$ cat config.mk
export PLATFORM = sky130hd
export DESIGN_NAME = multiplexed_servo_pulse_generator_top
export DESIGN_NICKNAME = d
export VERILOG_FILES = /design/src/rtl/core/msp_pkg.sv /design/src/rtl/core/msp_pos_store.sv /design/src/rtl/core/msp_engine.sv /design/src/rtl/core/multiplexed_servo_pulse_generator_top.sv
export VERILOG_INCLUDE_DIRS = /design/src /design/src/rtl/core
export SDC_FILE = /design/constraint.sdc
export NUM_CORES = 1
export LEC_CHECK = 0
export BUFFER_PORTS_ARGS = -buffer_cell sky130_fd_sc_hd__buf_4
export CAP_MARGIN = 20
export CELL_PAD_IN_SITES_DETAIL_PLACEMENT = 1
export CELL_PAD_IN_SITES_GLOBAL_PLACEMENT = 1
export CORE_MARGIN = 10
export CORE_UTILIZATION = 50
export CTS_BUF_LIST = sky130_fd_sc_hd__clkbuf_4
export DETAILED_ROUTE_END_ITERATION = 12
export GPL_ROUTABILITY_DRIVEN = 0
export PLACE_DENSITY = 0.93
export SYNTH_ARGS = -nofsm -noshare
export SYNTH_HDL_FRONTEND = slang
export SYNTH_SLANG_ARGS = --single-unit
$ cat constraint.sdc
create_clock -name aclk -period 5.4 [get_ports aclk]
set_input_delay 0.81 -clock aclk [delete_from_list [all_inputs] [get_ports aclk]]
set_output_delay 0.81 -clock aclk [all_outputs]
set_load 0.01 [all_outputs]
$ cat src/rtl/core/multiplexed_servo_pulse_generator_top_assert.svh
// ----------------------------------------------------------------------------
// Servo pulse generator assertion macros
// Shared concurrent assertion forms, clocked on aclk, off during reset.
// ----------------------------------------------------------------------------
`ifndef MULTIPLEXED_SERVO_PULSE_GENERATOR_TOP_ASSERT_SVH
`define MULTIPLEXED_SERVO_PULSE_GENERATOR_TOP_ASSERT_SVH

// Same-cycle implication.
`define MSP_ASSERT_NOW(lbl, cond, prop, msg) \
    lbl: assert property (@(posedge aclk) disable iff (!aresetn) (cond) |-> (prop)) \
        else $error(msg);

// Next-cycle implication.
`define MSP_ASSERT_NEXT(lbl, cond, prop, msg) \
    lbl: assert property (@(posedge aclk) disable iff (!aresetn) (cond) |=> (prop)) \
        else $error(msg);

`endif

$ cat src/rtl/core/msp_pkg.sv
// ----------------------------------------------------------------------------
// Servo pulse generator package
// Sizes, item layouts and the compare halving function.
// ----------------------------------------------------------------------------
package msp_pkg;

    localparam int CHANNEL_COUNT = 6;
    localparam int NUM_PAIRS     = (CHANNEL_COUNT + 1) / 2;
    localparam int PAIR_W        = (NUM_PAIRS > 1) ? $clog2(NUM_PAIRS) : 1;

    localparam int CH_W   = 4;
    localparam int POS_W  = 8;
    localparam int TICK_W = 8;
    localparam int BIAS_W = 8;
    localparam int PIN_W  = 16;

    localparam logic signed [POS_W-1:0] MID_POSITION = 8'sd0;
    localparam logic [BIAS_W-1:0]       BIAS_RESET   = 8'd192;

    localparam logic OP_STORE = 1'b0;
    localparam logic OP_TICK  = 1'b1;

    typedef struct packed {
        logic                    op;
        logic [CH_W-1:0]         channel;
        logic signed [POS_W-1:0] position;
    } msp_item_t;

    // position store write port
    typedef struct packed {
        logic                    store_en;
        logic [PAIR_W-1:0]       row;
        logic                    lane;
        logic signed [POS_W-1:0] position;
    } msp_wr_t;

    typedef struct packed {
        logic [PIN_W-1:0] pin_levels;
        logic             wrap_flag;
    } msp_res_t;

    // low 8 bits of (pos + bias + extra) / 2, truncated toward zero
    function automatic logic [TICK_W-1:0] half_low8(
        input logic signed [POS_W-1:0] pos,
        input logic [BIAS_W-1:0]       bias,
        input logic                    extra
    );
        logic [9:0] sum;
        logic [9:0] adj;
        sum = {{2{pos[POS_W-1]}}, pos} + {2'b00, bias} + {9'd0, extra};
        adj = sum + {9'd0, sum[9]};
        return adj[8:1];
    endfunction

endpackage

$ cat src/rtl/core/msp_pos_store.sv
// ----------------------------------------------------------------------------
// Servo position store
// Channel positions kept as rows of one channel pair, one row read a cycle.
// ----------------------------------------------------------------------------
module msp_pos_store (
    input  logic                                  aclk,
    input  logic                                  aresetn,
    input  msp_pkg::msp_wr_t                      wr,
    input  logic [msp_pkg::PAIR_W-1:0]            rd_row,
    output logic signed [msp_pkg::POS_W-1:0]      rd_first,
    output logic signed [msp_pkg::POS_W-1:0]      rd_second
);
    import msp_pkg::*;

    logic signed [POS_W-1:0] lane0_reg [NUM_PAIRS];
    logic signed [POS_W-1:0] lane1_reg [NUM_PAIRS];

    always_ff @(posedge aclk) begin
        if (!aresetn) begin
            for (int r = 0; r < NUM_PAIRS; r++) begin
                lane0_reg[r] <= MID_POSITION;
                // missing odd channel reads as zero
                lane1_reg[r] <= (2 * r + 1 < CHANNEL_COUNT) ? MID_POSITION : '0;
            end
        end else if (wr.store_en) begin
            if (wr.lane) begin
                lane1_reg[wr.row] <= wr.position;
            end else begin
                lane0_reg[wr.row] <= wr.position;
            end
        end
    end

    assign rd_first  = lane0_reg[rd_row];
    assign rd_second = lane1_reg[rd_row];

endmodule

$ cat src/rtl/core/msp_engine.sv
// ----------------------------------------------------------------------------
// Servo pulse timing engine
// Tick counter, phase, pair select, compares and pin toggles.
// ----------------------------------------------------------------------------
`include "multiplexed_servo_pulse_generator_top_assert.svh"

module msp_engine (
    input  logic                              aclk,
    input  logic                              aresetn,
    input  logic                              cfg_we,
    input  logic [msp_pkg::BIAS_W-1:0]        cfg_wdata,
    input  logic                              tick_en,
    input  logic signed [msp_pkg::POS_W-1:0]  rd_first,
    input  logic signed [msp_pkg::POS_W-1:0]  rd_second,
    output logic [msp_pkg::PAIR_W-1:0]        rd_row,
    output msp_pkg::msp_res_t                 res
);
    import msp_pkg::*;

    logic [BIAS_W-1:0]        bias_reg;
    logic [TICK_W-1:0]        tick_reg, tick_next;
    logic                     phase_reg;
    logic [PAIR_W-1:0]        row_reg, row_next, step_row;
    logic [TICK_W-1:0]        cmp1_reg, cmp2_reg, cmp1_next, cmp2_next;
    logic [TICK_W-1:0]        half1, half2;
    logic [CHANNEL_COUNT-1:0] pin_reg, pin_next, toggle_mask;
    logic                     wrap, last_row;

    assign tick_next = tick_reg + 1'b1;
    assign wrap      = tick_en && (tick_next == '0);
    assign last_row  = (row_reg == PAIR_W'(NUM_PAIRS - 1));
    assign step_row  = last_row ? '0 : row_reg + 1'b1;

    // start phase looks at the next pair, centre phase at the current one
    assign rd_row    = phase_reg ? row_reg : step_row;
    assign row_next  = phase_reg ? row_reg : step_row;

    assign half1     = half_low8(rd_first, bias_reg, phase_reg);
    assign half2     = half_low8(rd_second, bias_reg, phase_reg);
    assign cmp1_next = phase_reg ? half1 : TICK_W'(0) - half1;
    assign cmp2_next = phase_reg ? half2 : TICK_W'(0) - half2;

    always_comb begin
        for (int i = 0; i < CHANNEL_COUNT; i++) begin
            toggle_mask[i] = (PAIR_W'(i >> 1) == row_reg) &&
                             (i[0] ? (tick_next == cmp2_reg) : (tick_next == cmp1_reg));
        end
    end

    always_comb begin
        pin_next = pin_reg;
        if (wrap) begin
            if (!phase_reg && last_row) begin
                pin_next = '0;
            end
        end else if (tick_en) begin
            pin_next = pin_reg ^ toggle_mask;
        end
    end

    assign res.pin_levels = PIN_W'(pin_next);
    assign res.wrap_flag  = wrap;

    always_ff @(posedge aclk) begin
        if (!aresetn) begin
            bias_reg  <= BIAS_RESET;
            tick_reg  <= '0;
            phase_reg <= 1'b0;
            row_reg   <= '0;
            cmp1_reg  <= '0;
            cmp2_reg  <= '0;
            pin_reg   <= '0;
        end else begin
            if (cfg_we) begin
                bias_reg <= cfg_wdata;
            end
            if (tick_en) begin
                tick_reg <= tick_next;
                pin_reg  <= pin_next;
            end
            if (wrap) begin
                phase_reg <= !phase_reg;
                row_reg   <= row_next;
                cmp1_reg  <= cmp1_next;
                cmp2_reg  <= cmp2_next;
            end
        end
    end

    `MSP_ASSERT_NEXT(a_pins_clear_on_return, wrap && !phase_reg && last_row, pin_reg == '0, "pins not cleared on return to pair 0")
    `MSP_ASSERT_NEXT(a_tick_holds, !tick_en, tick_reg == $past(tick_reg), "tick count moved without a tick")
    `MSP_ASSERT_NEXT(a_phase_flips, wrap, phase_reg != $past(phase_reg), "phase did not alternate on wrap")

endmodule

$ cat src/rtl/core/multiplexed_servo_pulse_generator_top.sv
// ----------------------------------------------------------------------------
// Multiplexed servo pulse generator, top level
// Result path: an accepted item lands in the input reg, then its result in the result reg.
// Throughput: 1 item per cycle; a stalled result holds the input reg and s_tready.
// Reset: synchronous active-low aresetn; bias 192, pins low, positions mid.
// ----------------------------------------------------------------------------
`include "multiplexed_servo_pulse_generator_top_assert.svh"

module multiplexed_servo_pulse_generator_top (
    input  logic                           aclk,
    input  logic                           aresetn,
    // configuration: pulse_bias
    input  logic                           cfg_we,
    input  logic [msp_pkg::BIAS_W-1:0]     cfg_wdata,
    // input items
    input  logic                           s_tvalid,
    output logic                           s_tready,
    input  logic [15:0]                    s_tdata,   // [3:0] channel, [11:4] position
    input  logic                           s_tuser,   // [0] operation
    // result items
    output logic                           m_tvalid,
    input  logic                           m_tready,
    output logic [msp_pkg::PIN_W-1:0]      m_tdata,   // [15:0] pin_levels
    output logic                           m_tuser    // [0] wrap_flag
);
    import msp_pkg::*;

    // Input register: one item held, refilled as soon as it moves on.
    logic      s1_valid_reg;
    msp_item_t s1_item_reg;

    // Result register
    logic      m_valid_reg;
    msp_res_t  m_res_reg;

    logic      out_free, fire, tick_en;
    msp_wr_t   wr;
    msp_res_t  res;
    logic [PAIR_W-1:0]       rd_row;
    logic signed [POS_W-1:0] rd_first, rd_second;

    // result slot frees up when empty or being taken this cycle
    assign out_free = !m_valid_reg || m_tready;
    assign fire     = s1_valid_reg && out_free;
    assign s_tready = !s1_valid_reg || out_free;

    // decode the held item
    assign tick_en     = fire && (s1_item_reg.op == OP_TICK);
    assign wr.store_en = fire && (s1_item_reg.op == OP_STORE) &&
                         ({1'b0, s1_item_reg.channel} < 5'(CHANNEL_COUNT));
    assign wr.row      = PAIR_W'(s1_item_reg.channel >> 1);
    assign wr.lane     = s1_item_reg.channel[0];
    assign wr.position = s1_item_reg.position;

    msp_pos_store u_store (
        .aclk      (aclk),
        .aresetn   (aresetn),
        .wr        (wr),
        .rd_row    (rd_row),
        .rd_first  (rd_first),
        .rd_second (rd_second)
    );

    msp_engine u_engine (
        .aclk      (aclk),
        .aresetn   (aresetn),
        .cfg_we    (cfg_we),
        .cfg_wdata (cfg_wdata),
        .tick_en   (tick_en),
        .rd_first  (rd_first),
        .rd_second (rd_second),
        .rd_row    (rd_row),
        .res       (res)
    );

    always_ff @(posedge aclk) begin
        if (!aresetn) begin
            s1_valid_reg <= 1'b0;
        end else if (s_tready) begin
            s1_valid_reg <= s_tvalid;
        end
    end

    always_ff @(posedge aclk) begin
        if (s_tvalid && s_tready) begin
            s1_item_reg.op       <= s_tuser;
            s1_item_reg.channel  <= s_tdata[3:0];
            s1_item_reg.position <= s_tdata[11:4];
        end
    end

    always_ff @(posedge aclk) begin
        if (!aresetn) begin
            m_valid_reg <= 1'b0;
        end else if (out_free) begin
            m_valid_reg <= s1_valid_reg;
        end
    end

    // payload: stores report pins unchanged with wrap low
    always_ff @(posedge aclk) begin
        if (fire) begin
            m_res_reg <= res;
        end
    end

    assign m_tvalid = m_valid_reg;
    assign m_tdata  = m_res_reg.pin_levels;
    assign m_tuser  = m_res_reg.wrap_flag;

    `MSP_ASSERT_NEXT(a_item_kept, s1_valid_reg && !out_free, s1_valid_reg, "held item dropped")
    `MSP_ASSERT_NEXT(a_result_follows, fire, m_valid_reg, "processed item gave no result")
    `MSP_ASSERT_NOW(a_store_no_tick, wr.store_en, !tick_en, "store and tick in the same cycle")

endmodule
* Word-level counts from Yosys, hierarchy flattened
Memories as Yosys holds them, arrays and structs flattened.
Index checks and enable logic that the tools add are counted.
** Storage, ports and cells
- Register bits :: 63
- Bits in latches :: 0
- RAM bits :: 48
- ROM bits :: 0
- Bits of input ports :: 30
- Output and inout port bits :: 19
- Logic and storage cells :: 78
- Memories :: 2
** Memories
- u_store.lane0_reg :: depth 3, bits a word 8, rd ports 1, clocked after Yosys merged registers in 0, write ports 3, line msp_pos_store.sv:15 : logic signed [POS_W-1:0] lane0_reg [NUM_PAIRS];
- u_store.lane1_reg :: depth 3, bits a word 8, rd ports 1, clocked after Yosys merged registers in 0, write ports 3, line msp_pos_store.sv:16 : logic signed [POS_W-1:0] lane1_reg [NUM_PAIRS];
** Cells by class
- $add $sub $neg :: 10
- Multipliers :: 0
- Divide/modulo/power cells :: 0
- $lt $le $gt $ge :: 1
- Eq/ne operators :: 5
- Shift operators :: 0
- Mux-type cells :: 22
- Bitwise operators :: 2
- Reduce and logical (&&, ||, !) cells :: 22
** Operator list (number)
- 2-to-1 mux 8 bit :: 4
- adder 10 x 1 -> 10 bit :: 2
- adder 8 x 9 -> 10 bit :: 2
- adder 9 x 1 -> 9 bit :: 2
- 2-to-1 mux 6 bit :: 3
- equality test 8 bit :: 2
- OR reduction 8 bit :: 2
- subtractor 1 x 8 -> 8 bit (first input constant) :: 2
- logical AND 1 bit :: 13
- 2-to-1 mux 1 bit :: 11
- adder 8 x 1 -> 8 bit (second input constant) :: 1
- logical NOT 8 bit :: 1
- 2-to-1 mux 2 bit :: 4
- XOR 6 bit :: 1
- less-than comparator 4 x 3 -> 1 bit (second input constant) :: 1
- logical NOT 1 bit :: 3
- adder 2 x 1 -> 2 bit (second input constant) :: 1
- equality test 1 x 2 -> 1 bit (first input constant) :: 1
- equality test 2 bit (first input constant) :: 1
- equality test 2 bit (second input constant) :: 1
- logical NOT 2 bit :: 1
- logical OR 1 bit :: 2
- NOT 1 bit :: 1

* Depth between registers and ports, before layout
- Depth after elaboration :: 10
- Mapped depth :: 22
- Gate-level depth less buffers :: 19

* Modules after synthesis
A second synthesis with hierarchy kept.
** Second synthesis, totals
- Cell total of the unflattened synthesis :: 676
- Area total of the unflattened synthesis :: 7588.5 um^2
** Modules (own cells, without submodules)
- msp_engine :: times used 1, cells an instance 460, area each 3786.1 um^2, sequential area each 820.8 um^2
- msp_pos_store :: times used 1, cells an instance 173, area each 2773.9 um^2, sequential area each 1921.8 um^2
- multiplexed_servo_pulse_generator_top :: times used 1, cells an instance 43, area each 1028.5 um^2, sequential area each 940.9 um^2

* Least setup slack after synthesis
No wires, ideal clock.
- Kind :: register to register
- From :: reg u_engine.row_reg[0]
- To :: reg u_engine.cmp2_reg[6]
- Library setup time :: 0.062 ns
- Arrival time :: 4.769 ns
- Data required time :: 5.338 ns
- Path slack :: 0.569 ns
- Stages on the path, launching flop included :: 21
- Path buffers :: 3
- Clock period less this slack :: 4.831 ns
- Path through :: dfxtp_1 > buf_4 > or3b_4 > nand2_1 > clkbuf_1 > buf_1 > nand2_1 > a31oi_1 > ha_1 > a21o_1 > a221oi_1 > nand2_1 > xnor2_1 > nor2_1 > ha_1 > nand2_1 > or4_1 > xor2_1 > or3_1 > or4_1 > nand3_1
** Between the ends
- Cells in the longest elaborated chain, start to end :: 9
- Elaborated cells on any way between the ends :: 10
- Classes of those cells :: 5 x add/sub; 1 x eq/ne; 3 x mux; 1 x memory
** RTL lines
- start: declaration :: line msp_engine.sv:23 : logic [PAIR_W-1:0] row_reg, row_next, step_row;
- start signal: assignment :: line msp_engine.sv:83 : row_reg <= row_next;
- adder 2 x 1 -> 2 bit or equality test 2 bit (tied branches) :: line msp_engine.sv:32, msp_engine.sv:31
- 2-to-1 mux 2 bit :: line msp_engine.sv:32 : assign step_row = last_row ? '0 : row_reg + 1'b1;
- 2-to-1 mux 2 bit * :: line msp_engine.sv:35 : assign rd_row = phase_reg ? row_reg : step_row;
- memory read (3 x 8 bit) *
- adder 8 x 9 -> 10 bit * :: line msp_pkg.sv:50 : sum = {{2{pos[POS_W-1]}}, pos} + {2'b00, bias} + {9'd0, extra};
- adder 10 x 1 -> 10 bit * :: line msp_pkg.sv:50
- adder 9 x 1 -> 9 bit * :: line msp_pkg.sv:51 : adj = sum + {9'd0, sum[9]};
- subtractor 1 x 8 -> 8 bit :: line msp_engine.sv:41 : assign cmp2_next = phase_reg ? half2 : TICK_W'(0) - half2;
- 2-to-1 mux 8 bit * :: line msp_engine.sv:41
- end signal: assignment :: line msp_engine.sv:85 : cmp2_reg <= cmp2_next;
- end: declaration :: line msp_engine.sv:24 : logic [TICK_W-1:0] cmp1_reg, cmp2_reg, cmp1_next, cmp2_next;
Every way passes the cells marked *; elsewhere a longest branch is shown, timed or not.
A chain may end at the register's enable or synchronous reset.

* Final worst setup path
- From :: reg u_engine.row_reg[1]
- To :: reg u_engine.cmp2_reg[6]
Same word-level chain as after synthesis.

==> metrics.yaml <==
outcome:
  status: "finished, final reports clean"
placement:
  port-buffer-count: 34
  place_inst: 913
  dpl.hpwl_mm: 13.6
  pre_cts_slack_ns: 0.166
floorplan:
  row_count: 44
  die_h_um: 141
  ios: 49
  die_w_um: 141
  die_area_um2: 19800
  initial_core_util: 0.506
  core_um2: 14400
sta:
  period_share: 0.956
  fin_skew_ns: 0.0198
  slew-limit-headroom: 0.356
  drv_slew: 0
  max_freq_mhz: 194
  setup_tns_ns: 0
  finalSetupViolations: 0
  hold_viol_final: 0
  fin_ws_ns: 0.240
  worstMarginPinSlew_ns: 0.964
  period_minus_slack_ns: 5.16
cells_and_area:
  syn2layout_area_growth_pct: 11.1
  fill_cells: 1578
  fin_cells: 946
  final-seq-area_um2: 3380
  drive_above_1_share: 0.130
  nets: 804
  final_common_cell: "edfxtp_1"
  multi_input_area_um2: 3770
  layout_common_cells: "edfxtp_1, and2_1, nand2_1"
clock_network:
  worstSkewPairLatency_ns: 0.58
  cts_buffers: 17
  cts_sinks: 127
  htreeDepth: 4
  clockBufferDepth: 2
  cts_tree: "built"
  cts_setup_buffers: 0
  cts_root_buf: "clkbuf_4"
  clk_pin_slew_ns: 0.14
pwr:
  comb_power_share: 0.126
  peakVddDrop_v: 0.000204
  clkPwrFrac: 0.350
  power.leakage_uw: 0.00327
  p_int_uw: 1460
  switchingPower_uw: 623
  powerDensity_nw_per_um2: 257
  sw_frac_of_total: 0.299
  power_frac_seq: 0.524
detailed_routing:
  ant_nets: 0
  top_layer: "met4"
  totalWireLength_mm: 19.8
  drt-met1-wl_mm: 7.89
  drtPass1Iterations: 7
  met3_length_um: 947
  route.met2.wl_mm: 10.6
  drtIter0Drc: 418
  vias: 5642
  drc_errors: 0
  avgRoutedWirePerCell_um: 21.0
  vias_per_cell: 5.96
run:
  cap_violations: 0
yosys:
  ys_ff_latch: 127
  netlist_area_um2: 7300
  synthFlopType: "edfxtp_1"
  yosys_warnings: 0
  seq_area_frac_synth: 0.463
  synthArstFlopShare: 0
  synth_cell_type_count: 70
  synth_edf_count: 84
  synthCells: 696
  avgSynthCellArea_um2: 10.5
global_route:
  track_usage: 0.197
  antenna_found_initial: 1
  grt_pass1_vias: 6176
  grt_max_degree: 57
  grt_overflow: 0
  grt_pass1_wl_mm: 31.3
worst_setup_path:
  cp.arrival_ns: 5.67
  end_kind: "flip-flop"
  crit_path_start_kind: "flip-flop"
  critical_path_class: "flip-flop to flip-flop"
  critical_path.max_fanout: 12
  reg2regPathDepth: 18
  crit_required_ns: 5.91
worst_hold_path:
  hp-class: "input port to flip-flop"
  whs_path_depth: 1
==> repair_timing <==
action	4_1_cts	5_1_grt
endpoints found under the hold margin	0	0
setup endpoints to repair	0	6
resized for setup	0	5
hold buffers	0	0
==> logic make-up after synthesis <==
logic type               synth area share
AO/OA/AOI/OAI                       0.116
XOR/XNOR                           0.0896
adder cells (fa/ha/maj)            0.0487
buffers and inverters              0.0355
flip-flops                          0.463
multiplexers                       0.0254
other                            0.000514
AND/OR/NAND/NOR                     0.221
==> synthesized netlist by cell type (all sizes together) (9+ instances only) <==
cell | instances | area [um^2]
nand3 | 17 | 85.1
nand2 | 68 | 255
and3 | 10 | 62.6
o21ai | 26 | 130
or4 | 9 | 67.6
nor2b | 14 | 87.6
and2 | 78 | 488
nand2b | 9 | 56.3
or3 | 9 | 56.3
xor2 | 21 | 184
nor3 | 13 | 65.1
mux2i | 15 | 163
clkbuf | 22 | 82.6
ha | 22 | 275
xnor3 | 10 | 225
inv | 16 | 60.1
a211oi | 15 | 113
buf | 18 | 116
xnor2 | 28 | 245
a31oi | 16 | 100
edfxtp | 84 | 2520
dfxtp | 43 | 861
a21oi | 12 | 67.6
nor2 | 25 | 93.8
==> worst paths after layout <==
check / slack [ns] / start / to
hold / removal: 0.40 / s_tdata[3] / s1_item_reg[11]
hold reg to reg: 0.51 / u_engine.cmp2_reg[3] / u_engine.cmp2_reg[3]
setup / recovery: 0.24 / u_engine.row_reg[1] / u_engine.cmp2_reg[6]
setup reg to reg: 0.24 / u_engine.row_reg[1] / u_engine.cmp2_reg[6]
==> critical path, stage by stage, from the launching register on <==
cell	delay, ns
dfxtp_1	0.46
or3b_4	0.46
nand2_2	0.24
and2_1	0.18
a211oi_1	0.05
a31oi_1	0.31
ha_1	0.38
a21o_1	0.22
a221oi_2	0.38
nand2_1	0.14
xnor2_1	0.20
nor2_1	0.16
ha_1	0.20
nand2_1	0.12
or4_1	0.56
xor2_1	0.18
or3_1	0.35
or4_1	0.42
nand3_1	0.09
==> per-stage QoR <==
| step | area (um^2) | total power (uW) | utilization | hold WS [ns] |
|---|---|---|---|---|
| global route | 8110 | 2160 | 0.562 | 0.343 |
| global placement | 7780 | 1340 | 0.540 | 0.490 |
| detailed placement | 7790 | 1360 | 0.540 | 0.487 |
| CTS | 8090 | 2080 | 0.561 | 0.349 |
| floorplan | 7390 | 1280 | - | 0.463 |
| finish | 8110 | 2080 | 0.562 | 0.397 |
==> per-layer routing <==
layer  vias up  track usage
met2       164        0.359
met5         -            0
met3        46       0.0517
li1       2600            -
met1      2832        0.209
met4         0       0.0804
==> cell type report <==
| type | count | area share |
|---|---|---|
| diodes | 1 | 0.000308 |
| clock buffers | 17 | 0.0157 |
| clock inverters | 15 | 0.0214 |
| inverters | 16 | 0.00740 |
| multi-input cells | 538 | 0.465 |
| flip-flops and latches | 127 | 0.417 |
| well taps | 184 | 0.0284 |
| repair buffers | 48 | 0.0441 |
==> power groups by stage <==
stage               sequential [uW]  combinational, uW  clock (uW)
floorplan                      1100                181           0
global placement               1110                233           0
detailed placement             1110                249           0
CTS                            1090                256         737
global route                   1100                287         777
finish                         1090                261         729
Note: power is estimated with default switching activity, not from simulation.
